File: src/tbgs_pkg.sv
`default_nettype none

package tbgs_pkg;

    // Coordinate and edge widths are fixed by the payload fields.
    localparam int COORD_BITS   = 12;
    localparam int EDGE_BITS    = COORD_BITS + 1;
    localparam int AREA_BITS    = 2 * EDGE_BITS;
    localparam int SUM_BITS     = 32;
    localparam int COUNT_BITS   = 32;

    localparam int GROW_BITS    = 9;
    localparam int COV_BITS     = 10;
    localparam int SHRINK_BITS  = 7;
    localparam int DELETE_BITS  = 12;

    localparam int CFG_INDEX_BITS = 2;
    localparam int CFG_DATA_BITS  = 12;

    // Shared multiplier: the wide operand is sized for an area, the narrow one for an edge length.
    localparam int MUL_A_BITS   = AREA_BITS;
    localparam int MUL_B_BITS   = EDGE_BITS;
    localparam int PROD_BITS    = MUL_A_BITS + MUL_B_BITS;

    localparam logic [1:0] ACT_LOAD  = 2'd0;
    localparam logic [1:0] ACT_RECT  = 2'd1;
    localparam logic [1:0] ACT_EMPTY = 2'd2;

    localparam logic [CFG_INDEX_BITS-1:0] CFG_GROW     = 2'd0;
    localparam logic [CFG_INDEX_BITS-1:0] CFG_COVERAGE = 2'd1;
    localparam logic [CFG_INDEX_BITS-1:0] CFG_SHRINK   = 2'd2;
    localparam logic [CFG_INDEX_BITS-1:0] CFG_DELETE   = 2'd3;

    typedef enum logic [3:0] {
        MUL_AREA,
        MUL_GAP_L,
        MUL_GAP_T,
        MUL_GAP_R,
        MUL_GAP_B,
        MUL_WH,
        MUL_COV,
        MUL_SHR_W,
        MUL_SHR_H
    } mul_sel_t;

    typedef struct packed {
        logic     accept;
        logic     load;
        logic     isect;
        mul_sel_t mul_sel;
        logic     acc_area;
        logic     upd_left;
        logic     upd_top;
        logic     upd_right;
        logic     upd_bottom;
        logic     frame_dims;
        logic     decide;
        logic     shrink_x;
        logic     shrink_y;
        logic     emit;
    } dp_cmd_t;

    typedef struct packed {
        logic last;
        logic hit;
        logic out_busy;
    } dp_status_t;

    typedef struct packed {
        logic [1:0]            action;
        logic [COORD_BITS-1:0] rect_x;
        logic [COORD_BITS-1:0] rect_y;
        logic [COORD_BITS-1:0] rect_width;
        logic [COORD_BITS-1:0] rect_height;
        logic                  last_rect;
    } rect_t;

    typedef struct packed {
        logic                  delete_box;
        logic [EDGE_BITS-1:0]  box_left;
        logic [EDGE_BITS-1:0]  box_top;
        logic [EDGE_BITS-1:0]  box_right;
        logic [EDGE_BITS-1:0]  box_bottom;
        logic [COUNT_BITS-1:0] alive_frames;
    } box_t;

endpackage

`default_nettype wire

File: src/tbgs_ctrl.sv
`default_nettype none

module tbgs_ctrl
    import tbgs_pkg::*;
(
    input  wire logic       clk,
    input  wire logic       rst_n,
    input  wire logic       rect_valid,
    input  wire logic [1:0] rect_action,
    output logic            rect_stall,
    input  wire dp_status_t status,
    output dp_cmd_t         cmd
);

    typedef enum logic [14:0] {
        S_IDLE  = 15'b000000000000001,
        S_ISECT = 15'b000000000000010,
        S_MAREA = 15'b000000000000100,
        S_GL    = 15'b000000000001000,
        S_GT    = 15'b000000000010000,
        S_GR    = 15'b000000000100000,
        S_GB    = 15'b000000001000000,
        S_GDONE = 15'b000000010000000,
        S_FDIM  = 15'b000000100000000,
        S_FAREA = 15'b000001000000000,
        S_FCOV  = 15'b000010000000000,
        S_FTEST = 15'b000100000000000,
        S_FSX   = 15'b001000000000000,
        S_FSY   = 15'b010000000000000,
        S_EMIT  = 15'b100000000000000
    } state_t;

    state_t state_reg;
    state_t state_next;

    always_ff @(posedge clk or negedge rst_n)
    begin
        if (!rst_n)
        begin
            state_reg <= S_IDLE;
        end
        else
        begin
            state_reg <= state_next;
        end
    end

    always_comb
    begin
        state_next  = state_reg;
        cmd         = '0;
        cmd.mul_sel = MUL_AREA;
        rect_stall  = 1'b1;
        case (state_reg)
            S_IDLE:
            begin
                rect_stall = 1'b0;
                if (rect_valid)
                begin
                    cmd.accept = 1'b1;
                    case (rect_action)
                        ACT_LOAD:  cmd.load   = 1'b1;
                        ACT_RECT:  state_next = S_ISECT;
                        ACT_EMPTY: state_next = S_FDIM;
                        default:   state_next = S_IDLE;
                    endcase
                end
            end
            S_ISECT:
            begin
                cmd.isect  = 1'b1;
                state_next = S_MAREA;
            end
            S_MAREA:
            begin
                cmd.mul_sel = MUL_AREA;
                if (status.hit)
                begin
                    state_next = S_GL;
                end
                else if (status.last)
                begin
                    state_next = S_FDIM;
                end
                else
                begin
                    state_next = S_IDLE;
                end
            end
            S_GL:
            begin
                cmd.mul_sel  = MUL_GAP_L;
                cmd.acc_area = 1'b1;
                state_next   = S_GT;
            end
            S_GT:
            begin
                cmd.mul_sel  = MUL_GAP_T;
                cmd.upd_left = 1'b1;
                state_next   = S_GR;
            end
            S_GR:
            begin
                cmd.mul_sel = MUL_GAP_R;
                cmd.upd_top = 1'b1;
                state_next  = S_GB;
            end
            S_GB:
            begin
                cmd.mul_sel   = MUL_GAP_B;
                cmd.upd_right = 1'b1;
                state_next    = S_GDONE;
            end
            S_GDONE:
            begin
                cmd.upd_bottom = 1'b1;
                state_next     = status.last ? S_FDIM : S_IDLE;
            end
            S_FDIM:
            begin
                cmd.frame_dims = 1'b1;
                state_next     = S_FAREA;
            end
            S_FAREA:
            begin
                cmd.mul_sel = MUL_WH;
                state_next  = S_FCOV;
            end
            S_FCOV:
            begin
                cmd.mul_sel = MUL_COV;
                state_next  = S_FTEST;
            end
            S_FTEST:
            begin
                cmd.decide  = 1'b1;
                cmd.mul_sel = MUL_SHR_W;
                state_next  = S_FSX;
            end
            S_FSX:
            begin
                cmd.mul_sel  = MUL_SHR_H;
                cmd.shrink_x = 1'b1;
                state_next   = S_FSY;
            end
            S_FSY:
            begin
                cmd.shrink_y = 1'b1;
                state_next   = S_EMIT;
            end
            S_EMIT:
            begin
                // Wait here until the output register is free for the next transfer.
                if (!status.out_busy)
                begin
                    cmd.emit   = 1'b1;
                    state_next = S_IDLE;
                end
            end
            default:
            begin
                state_next = S_IDLE;
            end
        endcase
    end

endmodule

`default_nettype wire

File: src/tbgs_datapath.sv
`default_nettype none

module tbgs_datapath
    import tbgs_pkg::*;
(
    input  wire logic                      clk,
    input  wire logic                      rst_n,
    input  wire rect_t                     rect_data,
    input  wire logic                      cfg_write,
    input  wire logic [CFG_INDEX_BITS-1:0] cfg_index,
    input  wire logic [CFG_DATA_BITS-1:0]  cfg_data,
    input  wire dp_cmd_t                   cmd,
    output dp_status_t                     status,
    output logic                           box_valid,
    input  wire logic                      box_stall,
    output box_t                           box_data
);

    localparam int GROW_PROD_BITS = EDGE_BITS + GROW_BITS;
    localparam int GSTEP_BITS     = GROW_PROD_BITS - 7;
    localparam int SHR_PROD_BITS  = EDGE_BITS + SHRINK_BITS;
    localparam int SSTEP_BITS     = SHR_PROD_BITS - 7;
    localparam int CMP_BITS       = SUM_BITS + 8;
    localparam logic [EDGE_BITS-1:0]  EDGE_MAX  = {EDGE_BITS{1'b1}};
    localparam logic [SUM_BITS-1:0]   SUM_MAX   = {SUM_BITS{1'b1}};
    localparam logic [COUNT_BITS-1:0] COUNT_MAX = {COUNT_BITS{1'b1}};

    // Left or top edge moving outward: the step is rounded up, the edge floors at zero.
    function automatic logic [EDGE_BITS-1:0] grow_low(input logic [EDGE_BITS-1:0] e,
                                                      input logic [GROW_PROD_BITS-1:0] p);
        logic [GROW_PROD_BITS:0] rounded;
        logic [GSTEP_BITS-1:0]   step;
        rounded = {1'b0, p} + (GROW_PROD_BITS + 1)'(255);
        step    = rounded[GROW_PROD_BITS:8];
        if (step > GSTEP_BITS'(e))
        begin
            return '0;
        end
        return e - step[EDGE_BITS-1:0];
    endfunction

    function automatic logic [EDGE_BITS-1:0] grow_high(input logic [EDGE_BITS-1:0] e,
                                                       input logic [GROW_PROD_BITS-1:0] p);
        logic [GSTEP_BITS-1:0] sum;
        sum = GSTEP_BITS'(e) + GSTEP_BITS'(p[GROW_PROD_BITS-1:8]);
        if (sum > GSTEP_BITS'(EDGE_MAX))
        begin
            return EDGE_MAX;
        end
        return sum[EDGE_BITS-1:0];
    endfunction

    function automatic logic [EDGE_BITS-1:0] shrink_low(input logic [EDGE_BITS-1:0] e,
                                                        input logic [SHR_PROD_BITS-1:0] p);
        logic [EDGE_BITS:0] sum;
        sum = {1'b0, e} + (EDGE_BITS + 1)'(p[SHR_PROD_BITS-1:8]);
        if (sum > {1'b0, EDGE_MAX})
        begin
            return EDGE_MAX;
        end
        return sum[EDGE_BITS-1:0];
    endfunction

    function automatic logic [EDGE_BITS-1:0] shrink_high(input logic [EDGE_BITS-1:0] e,
                                                         input logic [SHR_PROD_BITS-1:0] p);
        logic [SHR_PROD_BITS:0] rounded;
        logic [SSTEP_BITS-1:0]  step;
        rounded = {1'b0, p} + (SHR_PROD_BITS + 1)'(255);
        step    = rounded[SHR_PROD_BITS:8];
        if (step > SSTEP_BITS'(e))
        begin
            return '0;
        end
        return e - step[EDGE_BITS-1:0];
    endfunction

    // Configuration
    logic [GROW_BITS-1:0]   grow_reg;
    logic [COV_BITS-1:0]    cov_reg;
    logic [SHRINK_BITS-1:0] shrink_reg;
    logic [DELETE_BITS-1:0] delsize_reg;

    // Box state
    logic [EDGE_BITS-1:0]  left_reg,   left_next;
    logic [EDGE_BITS-1:0]  top_reg,    top_next;
    logic [EDGE_BITS-1:0]  right_reg,  right_next;
    logic [EDGE_BITS-1:0]  bottom_reg, bottom_next;
    logic [SUM_BITS-1:0]   sum_reg,    sum_next;
    logic                  any_reg,    any_next;
    logic [COUNT_BITS-1:0] count_reg,  count_next;

    // Captured rectangle and per-rectangle work values
    logic [EDGE_BITS-1:0]  rl_reg, rt_reg, rr_reg, rb_reg;
    logic                  last_reg;
    logic [EDGE_BITS-1:0]  dx_reg, dy_reg;
    logic                  hit_reg;
    logic [EDGE_BITS-1:0]  gap_l_reg, gap_t_reg, gap_r_reg, gap_b_reg;
    logic                  grow_l_reg, grow_t_reg, grow_r_reg, grow_b_reg;
    logic [EDGE_BITS-1:0]  w_reg, h_reg;
    logic                  del_reg, shr_reg;
    logic [PROD_BITS-1:0]  product_reg;

    logic                  box_valid_reg, box_valid_next;
    box_t                  box_reg;

    logic [EDGE_BITS-1:0]  in_left, in_top, in_right, in_bottom;
    logic [EDGE_BITS-1:0]  ix0, ix1, iy0, iy1;
    logic [MUL_A_BITS-1:0] mul_a;
    logic [MUL_B_BITS-1:0] mul_b;
    logic [PROD_BITS-1:0]  product;
    logic [SUM_BITS:0]     sum_wide;
    logic                  cov_low;
    logic                  need_fix;
    logic                  too_small;

    assign in_left   = EDGE_BITS'(rect_data.rect_x);
    assign in_top    = EDGE_BITS'(rect_data.rect_y);
    assign in_right  = EDGE_BITS'(rect_data.rect_x) + EDGE_BITS'(rect_data.rect_width);
    assign in_bottom = EDGE_BITS'(rect_data.rect_y) + EDGE_BITS'(rect_data.rect_height);

    assign ix0 = (rl_reg > left_reg)   ? rl_reg : left_reg;
    assign ix1 = (rr_reg < right_reg)  ? rr_reg : right_reg;
    assign iy0 = (rt_reg > top_reg)    ? rt_reg : top_reg;
    assign iy1 = (rb_reg < bottom_reg) ? rb_reg : bottom_reg;

    always_comb
    begin
        mul_a = '0;
        mul_b = '0;
        case (cmd.mul_sel)
            MUL_AREA:
            begin
                mul_a = MUL_A_BITS'(dx_reg);
                mul_b = dy_reg;
            end
            MUL_GAP_L:
            begin
                mul_a = MUL_A_BITS'(gap_l_reg);
                mul_b = MUL_B_BITS'(grow_reg);
            end
            MUL_GAP_T:
            begin
                mul_a = MUL_A_BITS'(gap_t_reg);
                mul_b = MUL_B_BITS'(grow_reg);
            end
            MUL_GAP_R:
            begin
                mul_a = MUL_A_BITS'(gap_r_reg);
                mul_b = MUL_B_BITS'(grow_reg);
            end
            MUL_GAP_B:
            begin
                mul_a = MUL_A_BITS'(gap_b_reg);
                mul_b = MUL_B_BITS'(grow_reg);
            end
            MUL_WH:
            begin
                mul_a = MUL_A_BITS'(w_reg);
                mul_b = h_reg;
            end
            MUL_COV:
            begin
                // The previous product holds the box area.
                mul_a = product_reg[AREA_BITS-1:0];
                mul_b = MUL_B_BITS'(cov_reg);
            end
            MUL_SHR_W:
            begin
                mul_a = MUL_A_BITS'(w_reg);
                mul_b = MUL_B_BITS'(shrink_reg);
            end
            MUL_SHR_H:
            begin
                mul_a = MUL_A_BITS'(h_reg);
                mul_b = MUL_B_BITS'(shrink_reg);
            end
            default:
            begin
                mul_a = '0;
                mul_b = '0;
            end
        endcase
    end

    assign product  = mul_a * mul_b;
    assign sum_wide = {1'b0, sum_reg} + (SUM_BITS + 1)'(product_reg[AREA_BITS-1:0]);

    // Coverage is compared by cross multiplication; a zero area never tests low.
    assign cov_low   = CMP_BITS'({sum_reg, 8'b0}) < CMP_BITS'(product_reg);
    assign need_fix  = !any_reg || cov_low;
    assign too_small = (w_reg < EDGE_BITS'(delsize_reg)) || (h_reg < EDGE_BITS'(delsize_reg));

    always_comb
    begin
        left_next   = left_reg;
        top_next    = top_reg;
        right_next  = right_reg;
        bottom_next = bottom_reg;
        sum_next    = sum_reg;
        any_next    = any_reg;
        count_next  = count_reg;
        if (cmd.load)
        begin
            left_next   = in_left;
            top_next    = in_top;
            right_next  = in_right;
            bottom_next = in_bottom;
            sum_next    = '0;
            any_next    = 1'b0;
            count_next  = COUNT_BITS'(1);
        end
        if (cmd.acc_area)
        begin
            sum_next = sum_wide[SUM_BITS] ? SUM_MAX : sum_wide[SUM_BITS-1:0];
            any_next = 1'b1;
        end
        if (cmd.upd_left && grow_l_reg)
        begin
            left_next = grow_low(left_reg, product_reg[GROW_PROD_BITS-1:0]);
        end
        if (cmd.upd_top && grow_t_reg)
        begin
            top_next = grow_low(top_reg, product_reg[GROW_PROD_BITS-1:0]);
        end
        if (cmd.upd_right && grow_r_reg)
        begin
            right_next = grow_high(right_reg, product_reg[GROW_PROD_BITS-1:0]);
        end
        if (cmd.upd_bottom && grow_b_reg)
        begin
            bottom_next = grow_high(bottom_reg, product_reg[GROW_PROD_BITS-1:0]);
        end
        if (cmd.frame_dims && (count_reg != COUNT_MAX))
        begin
            count_next = count_reg + COUNT_BITS'(1);
        end
        if (cmd.shrink_x && shr_reg)
        begin
            left_next  = shrink_low(left_reg, product_reg[SHR_PROD_BITS-1:0]);
            right_next = shrink_high(right_reg, product_reg[SHR_PROD_BITS-1:0]);
        end
        if (cmd.shrink_y && shr_reg)
        begin
            top_next    = shrink_low(top_reg, product_reg[SHR_PROD_BITS-1:0]);
            bottom_next = shrink_high(bottom_reg, product_reg[SHR_PROD_BITS-1:0]);
        end
        if (cmd.emit)
        begin
            sum_next = '0;
            any_next = 1'b0;
        end
    end

    always_comb
    begin
        box_valid_next = box_valid_reg;
        if (cmd.emit)
        begin
            box_valid_next = 1'b1;
        end
        else if (!box_stall)
        begin
            box_valid_next = 1'b0;
        end
    end

    always_ff @(posedge clk or negedge rst_n)
    begin
        if (!rst_n)
        begin
            grow_reg      <= GROW_BITS'(128);
            cov_reg       <= COV_BITS'(128);
            shrink_reg    <= SHRINK_BITS'(13);
            delsize_reg   <= DELETE_BITS'(10);
            left_reg      <= '0;
            top_reg       <= '0;
            right_reg     <= '0;
            bottom_reg    <= '0;
            sum_reg       <= '0;
            any_reg       <= 1'b0;
            count_reg     <= COUNT_BITS'(1);
            box_valid_reg <= 1'b0;
        end
        else
        begin
            if (cfg_write)
            begin
                case (cfg_index)
                    CFG_GROW:     grow_reg    <= cfg_data[GROW_BITS-1:0];
                    CFG_COVERAGE: cov_reg     <= cfg_data[COV_BITS-1:0];
                    CFG_SHRINK:   shrink_reg  <= cfg_data[SHRINK_BITS-1:0];
                    CFG_DELETE:   delsize_reg <= cfg_data[DELETE_BITS-1:0];
                    default:      grow_reg    <= grow_reg;
                endcase
            end
            left_reg      <= left_next;
            top_reg       <= top_next;
            right_reg     <= right_next;
            bottom_reg    <= bottom_next;
            sum_reg       <= sum_next;
            any_reg       <= any_next;
            count_reg     <= count_next;
            box_valid_reg <= box_valid_next;
        end
    end

    always_ff @(posedge clk)
    begin
        product_reg <= product;
        if (cmd.accept)
        begin
            rl_reg   <= in_left;
            rt_reg   <= in_top;
            rr_reg   <= in_right;
            rb_reg   <= in_bottom;
            last_reg <= rect_data.last_rect;
        end
        if (cmd.isect)
        begin
            dx_reg     <= ix1 - ix0;
            dy_reg     <= iy1 - iy0;
            hit_reg    <= (ix1 > ix0) && (iy1 > iy0);
            gap_l_reg  <= left_reg - rl_reg;
            gap_t_reg  <= top_reg - rt_reg;
            gap_r_reg  <= rr_reg - right_reg;
            gap_b_reg  <= rb_reg - bottom_reg;
            grow_l_reg <= rl_reg < left_reg;
            grow_t_reg <= rt_reg < top_reg;
            grow_r_reg <= rr_reg > right_reg;
            grow_b_reg <= rb_reg > bottom_reg;
        end
        if (cmd.frame_dims)
        begin
            w_reg <= (right_reg >= left_reg) ? right_reg - left_reg : '0;
            h_reg <= (bottom_reg >= top_reg) ? bottom_reg - top_reg : '0;
        end
        if (cmd.decide)
        begin
            del_reg <= need_fix && too_small;
            shr_reg <= need_fix && !too_small;
        end
        if (cmd.emit)
        begin
            box_reg.delete_box   <= del_reg;
            box_reg.box_left     <= left_reg;
            box_reg.box_top      <= top_reg;
            box_reg.box_right    <= right_reg;
            box_reg.box_bottom   <= bottom_reg;
            box_reg.alive_frames <= count_reg;
        end
    end

    assign status.last     = last_reg;
    assign status.hit      = hit_reg;
    assign status.out_busy = box_valid_reg && box_stall;
    assign box_valid       = box_valid_reg;
    assign box_data        = box_reg;

endmodule

`default_nettype wire

File: src/tracking_box_grow_shrink.sv
`default_nettype none

// Channel   Direction  Handshake               Payload
// rect      in         rect_valid/rect_stall   rect_t: action, rectangle, last_rect
// box       out        box_valid/box_stall     box_t: delete flag, edges, alive_frames
// cfg       in         cfg_write               cfg_index, cfg_data
//
// A load completes in the idle state. A rectangle runs an intersect and an area step and,
// when it overlaps, a step per edge, as the single shared multiplier does each product in turn.
// Ending a frame (last rectangle or empty frame) adds area, coverage and shrink products.
// No clearing pass: box state, config and output valid reset with rst_n, work registers do not.
// The result waits in an output register; a stalled box channel holds the block only
// when the next frame result is ready and the previous one was not yet transferred.
module tracking_box_grow_shrink
    import tbgs_pkg::*;
(
    input  wire logic                      clk,
    input  wire logic                      rst_n,
    input  wire logic                      rect_valid,
    output logic                           rect_stall,
    input  wire rect_t                     rect_data,
    input  wire logic                      cfg_write,
    input  wire logic [CFG_INDEX_BITS-1:0] cfg_index,
    input  wire logic [CFG_DATA_BITS-1:0]  cfg_data,
    output logic                           box_valid,
    input  wire logic                      box_stall,
    output box_t                           box_data
);

    dp_cmd_t    cmd;
    dp_status_t status;

    tbgs_ctrl u_ctrl (
        .clk         (clk),
        .rst_n       (rst_n),
        .rect_valid  (rect_valid),
        .rect_action (rect_data.action),
        .rect_stall  (rect_stall),
        .status      (status),
        .cmd         (cmd)
    );

    tbgs_datapath u_datapath (
        .clk       (clk),
        .rst_n     (rst_n),
        .rect_data (rect_data),
        .cfg_write (cfg_write),
        .cfg_index (cfg_index),
        .cfg_data  (cfg_data),
        .cmd       (cmd),
        .status    (status),
        .box_valid (box_valid),
        .box_stall (box_stall),
        .box_data  (box_data)
    );

    // A new result appears only from the emit step of the sequencer.
    a_result_from_emit: assert property (@(posedge clk) disable iff (!rst_n)
        $rose(box_valid) |-> $past(cmd.emit))
        else $error("box_valid rose without an emit step");

    // Emit is issued only when the output register is free, so it always lands.
    a_emit_lands: assert property (@(posedge clk) disable iff (!rst_n)
        cmd.emit |=> box_valid)
        else $error("emitted result did not reach the output register");

    // The sequencer issues at most one datapath step per cycle.
    a_one_step: assert property (@(posedge clk) disable iff (!rst_n)
        $onehot0({cmd.accept, cmd.isect, cmd.acc_area, cmd.upd_left, cmd.upd_top,
                  cmd.upd_right, cmd.upd_bottom, cmd.frame_dims, cmd.decide,
                  cmd.shrink_x, cmd.shrink_y, cmd.emit}))
        else $error("more than one datapath step in a cycle");

endmodule

`default_nettype wire
File: config.mk
export PLATFORM = sky130hd
export DESIGN_NAME = tracking_box_grow_shrink
export DESIGN_NICKNAME = d
export VERILOG_FILES = /design/src/tbgs_pkg.sv /design/src/tbgs_ctrl.sv /design/src/tbgs_datapath.sv /design/src/tracking_box_grow_shrink.sv
export SDC_FILE = /design/constraint.sdc
export NUM_CORES = 2
export LEC_CHECK = 0
export ABC_AREA = 0
export BUFFER_PORTS_ARGS = -buffer_cell sky130_fd_sc_hd__buf_2
export CAP_MARGIN = 0
export CORE_ASPECT_RATIO = 1.75
export CORE_MARGIN = 3
export CORE_UTILIZATION = 55
export CTS_CLUSTER_DIAMETER = 80
export DETAILED_ROUTE_END_ITERATION = 7
export PLACE_DENSITY = 0.75
export SKIP_LAST_GASP = 1
export SYNTH_ARGS = -nofsm -noshare
export SYNTH_HDL_FRONTEND = slang
export SYNTH_SLANG_ARGS = --single-unit
File: constraint.sdc
create_clock -name clk -period 7.3 [get_ports clk]
set_input_delay 0.73 -clock clk [delete_from_list [all_inputs] [get_ports clk]]
set_output_delay 0.73 -clock clk [all_outputs]
set_load 0.05 [all_outputs]
==> results by group <==
Status
  • Status: finished, violations left
  • Failing checks: DRC, setup timing

Job
  • Max_cap viols: 0

Synthesis
  • Top FF cell, synth: edfxtp_1
  • Post-synth EDFFs: 247
  • Number of synthesized register bits: between 400 and 500
  • Cell Area, Synth: 41140 um2
  • Syn avg cell area: 9.349 um2
  • Post-synth top area share: 18.03%
  • Seq/Total Area, Yosys: 30.35%
  • Largest area contributor in the netlist: edfxtp_1
  • Synth top area cells: edfxtp_1 18%, fa_1 14%, ha_1 13%
  • Asr flop ratio synth: 37.42%
  • Synthesized netlist cell count: 4401
  • Synth warn: 0
  • Library cells used by synthesis: 86

Clock network
  • CTS tree: yes
  • Clock tree buffer depth: 3
  • Hold-fix buffers, CTS: 0
  • Total CTS buffers: 46
  • Clock Tree Root: clkbuf_16
  • Clock sinks: 457
  • CTS H-tree depth: 2
  • Reg clk slew, reported paths: 0.07 ns
  • Clk_lat worst skew: 0.63 ns

Worst setup path
  • Most frequent CP cell: fa_1
  • CP max stage delay: 0.57 ns
  • CP Capture Type: flip-flop
  • CP max stage cell: fa_1
  • Worst EP required: 7.83 ns
  • Worst Path Arrival: 8.20 ns
  • Crit path kind: reg -> reg
  • Startpoint types: flip-flop
  • Crit path max fanout: 16

Timing
  • Post-route setup slack: -0.3697 ns
  • Max Freq: 130.4 MHz
  • Fin crit share: 105.1%
  • Final Hold Vio Count: 0
  • Worst Clk Skew: ~0.031 ns
  • Worst slew pin tran: 1.282 ns
  • Minimum clock period after layout: 7.670 ns
  • Max-slew violation count: 0
  • Hold slack: 0.04836 ns
  • RSZ-0062 raised after global routing: true
  • Setup-failing EPs final: 16
  • Worst slew margin: between 10% and 20%

Final layout
  • FF+latch area: 12490 um2
  • Layout cells sized above 1: between 10% and 20%
  • Final instance area: between 40000 and 50000 um2
  • Post-route insts no fill: 5839
  • Nets: 5633
  • Fillers: 6133
  • Syn-to-layout area delta: 16.63%
  • Max FFs per register: between 80 and 90
  • Area of the multi-input gates: 26940 um2

Pwr
  • Power share of the sequential group: 20.9%
  • Power per cell area: 391.4 nW/um2
  • Switch Pwr: 0.009041 W
  • Comb pwr share: 65.2%
  • Worst ir drop on vdd: 246.0 uV
  • Sw Ratio: about half
  • Clk pwr share: 14.0%
  • Internal Power: 0.009740 W
  • Pleak: 22.69 nW

Drt
  • Average vias per placed instance: 6.129
  • Initial DRC count: 2882
  • Vias: 35786
  • # DRC: 10
  • Final WL: 151700 um
  • First drt pass iteration count: 8
  • WL/cell: 25.98 um
  • Antenna violation net count after detailed routing: 0

Floorplanning
  • Core ar.: approximately 74000 um2
  • I/O pins: roughly 160
  • Initial core utilization: 55.61%
  • Die Y: 367.8 um
  • Row count: ~130
  • Die area: 78250 um2
  • Die width: about 210 um

Global routing
  • Total grt overflow: 0
  • Largest net degree at the start of global routing: 74
  • Total GRT Usage: 38.95%
  • Initial antenna violation count: 2
  • Vias in the first global route: approximately 37000
  • First-pass GRT wire length: ~220000 um

Place
  • Port Buf Inserts: 156
  • Post-Place Cells: ~5700
  • Placement Cell Area: 45730 um2
  • Detail Placement HPWL: 122000 um
  • Gpl congestion: 1.050

Min path
  • HP Class: in -> async
==> routing by layer <==
layer | wire length (um) | vias to the layer above | track usage [%]
met3 | 9722 | 741 | 6.138
met4 | 19940 | 2 | 39.51
met2 | 73740 | 1706 | 66.46
li1 | - | 16042 | -
met5 | 10 | - | 0
met1 | 48270 | 17295 | 38.87
==> power groups by stage <==
stage | Combinational, W | Sequential [W] | Clock [W]
final | 0.0122 | 0.00392 | 0.00262
after global routing | 0.0132 | 0.00390 | 0.00273
after CTS | 0.0119 | 0.00387 | 0.00265
after detailed placement | 0.0116 | 0.00392 | 0
after global placement | 0.0115 | 0.00392 | 0
after floorplan | 0.00758 | 0.00370 | 0
==> through the flow <==
stage | TNS (ns) | utilization (%) | power [W] | worst slack (ns)
after CTS | -2.435 | 64.66 | 0.01845 | -0.2660
final | -3.653 | 64.85 | 0.01878 | -0.3697
after detailed placement | -6.433 | 61.81 | 0.01557 | -0.5113
after global routing | -8.684 | 64.84 | 0.01986 | -0.6616
after floorplan | -0.3177 | - | 0.01128 | -0.09768
after global placement | -5.860 | 61.81 | 0.01544 | -0.5277
==> synth_stat cells, drive strengths merged (9+ instances only) <==
cell type and n:
nor3 66, mux2 62, o21a 37, and4 12, nor2b 63, nand2 481
buf 45, and2 47, dfxtp 39, o31ai 14, nand4 41, clkbuf 73
o211ai 20, o21bai 31, and3 31, nor2 352, a211oi 21, edfxtp 247
or3 25, ha 419, nor4 16, mux2i 33, dfstp 9, a21o 116
inv 558, a222oi 21, a22oi 24, nand2b 41, a21boi 32, a21oi 228
fa 283, a211o 9, xnor2 145, o22ai 28, or2 11, a31oi 32
dfrtp 162, o21ai 253, nand3 74, xor2 69, nor3b 12
==> final timing paths <==
kind / cells after the start / to / slack (ns) / from
min in group clk: 1 / u_datapath.last_reg$_DFFE_PP_ / 0.31 / rect_data[0]
max reg2reg: 31 / u_datapath.product_reg[37]$_DFF_P_ / -0.37 / u_ctrl.state_reg[13]$_DFFE_PN0P_
min: 1 / u_datapath.top_reg[6]$_DFFE_PN0P_ / 0.05 / rst_n
min reg2reg: 0 / u_datapath.box_data[84]$_DFFE_PP_ / 0.49 / u_datapath.del_reg$_DFFE_PP_
max: 31 / u_datapath.product_reg[37]$_DFF_P_ / -0.37 / u_ctrl.state_reg[13]$_DFFE_PN0P_
max in group asynchronous: 2 / u_datapath.left_reg[12]$_DFFE_PN0P_ / 5.88 / rst_n
==> worst max-delay path, delay by kind of cell (launching register included) <==
family / cells / cell delay [ns]
XOR/XNOR: 1 / 0.12
adder cells (fa/ha/maj): 6 / 2.96
buffers and inverters: 5 / 0.58
AO/OA/AOI/OAI: 4 / 0.74
flip-flops: 1 / 0.41
AND/OR/NAND/NOR: 15 / 2.75
==> cells by family after synthesis <==
family                   count (synthesis)  synth area share (%)
flip-flops                             457                 30.35
other                                    2               0.01825
multiplexers                            95                 2.500
XOR/XNOR                               214                 4.556
AND/OR/NAND/NOR                       1298                 14.81
AO/OA/AOI/OAI                          957                 14.94
buffers and inverters                  676                 6.316
adder cells (fa/ha/maj)                702                 26.51
==> placed cells by master (no fill, tap or decap), drive strengths merged, types with 57 or more instances in the layout <==
cell      n
xnor2   145
o21ai   253
mux2     62
xor2     69
a21o    116
buf     493
nor3     66
nand2   481
nor2b    63
nand3    74
nor2    352
edfxtp  247
fa      283
inv     565
a21oi   228
clkbuf   57
ha      419
dfrtp   162
==> what timing repair did <==
item | 4_1_cts | 5_1_grt
pin swaps | 36 | 25
setup buffers | 15 | 3
endpoints found under the setup margin | 20 | 23
gates resized for setup | 69 | 27
==> cell type report <==
class                           instances  area share, %
Clock buffer                           57          2.725
Antenna cell                            4        0.02086
Clock inverter                         27         0.6858
Sequential cell                       457          26.03
Multi-Input combinational cell       3305          56.15
Timing Repair Buffer                  493          7.585
Tap cell                              938          2.446
Inverter                              558          4.365
No activity file was read; power rests on OpenSTA's default activity.
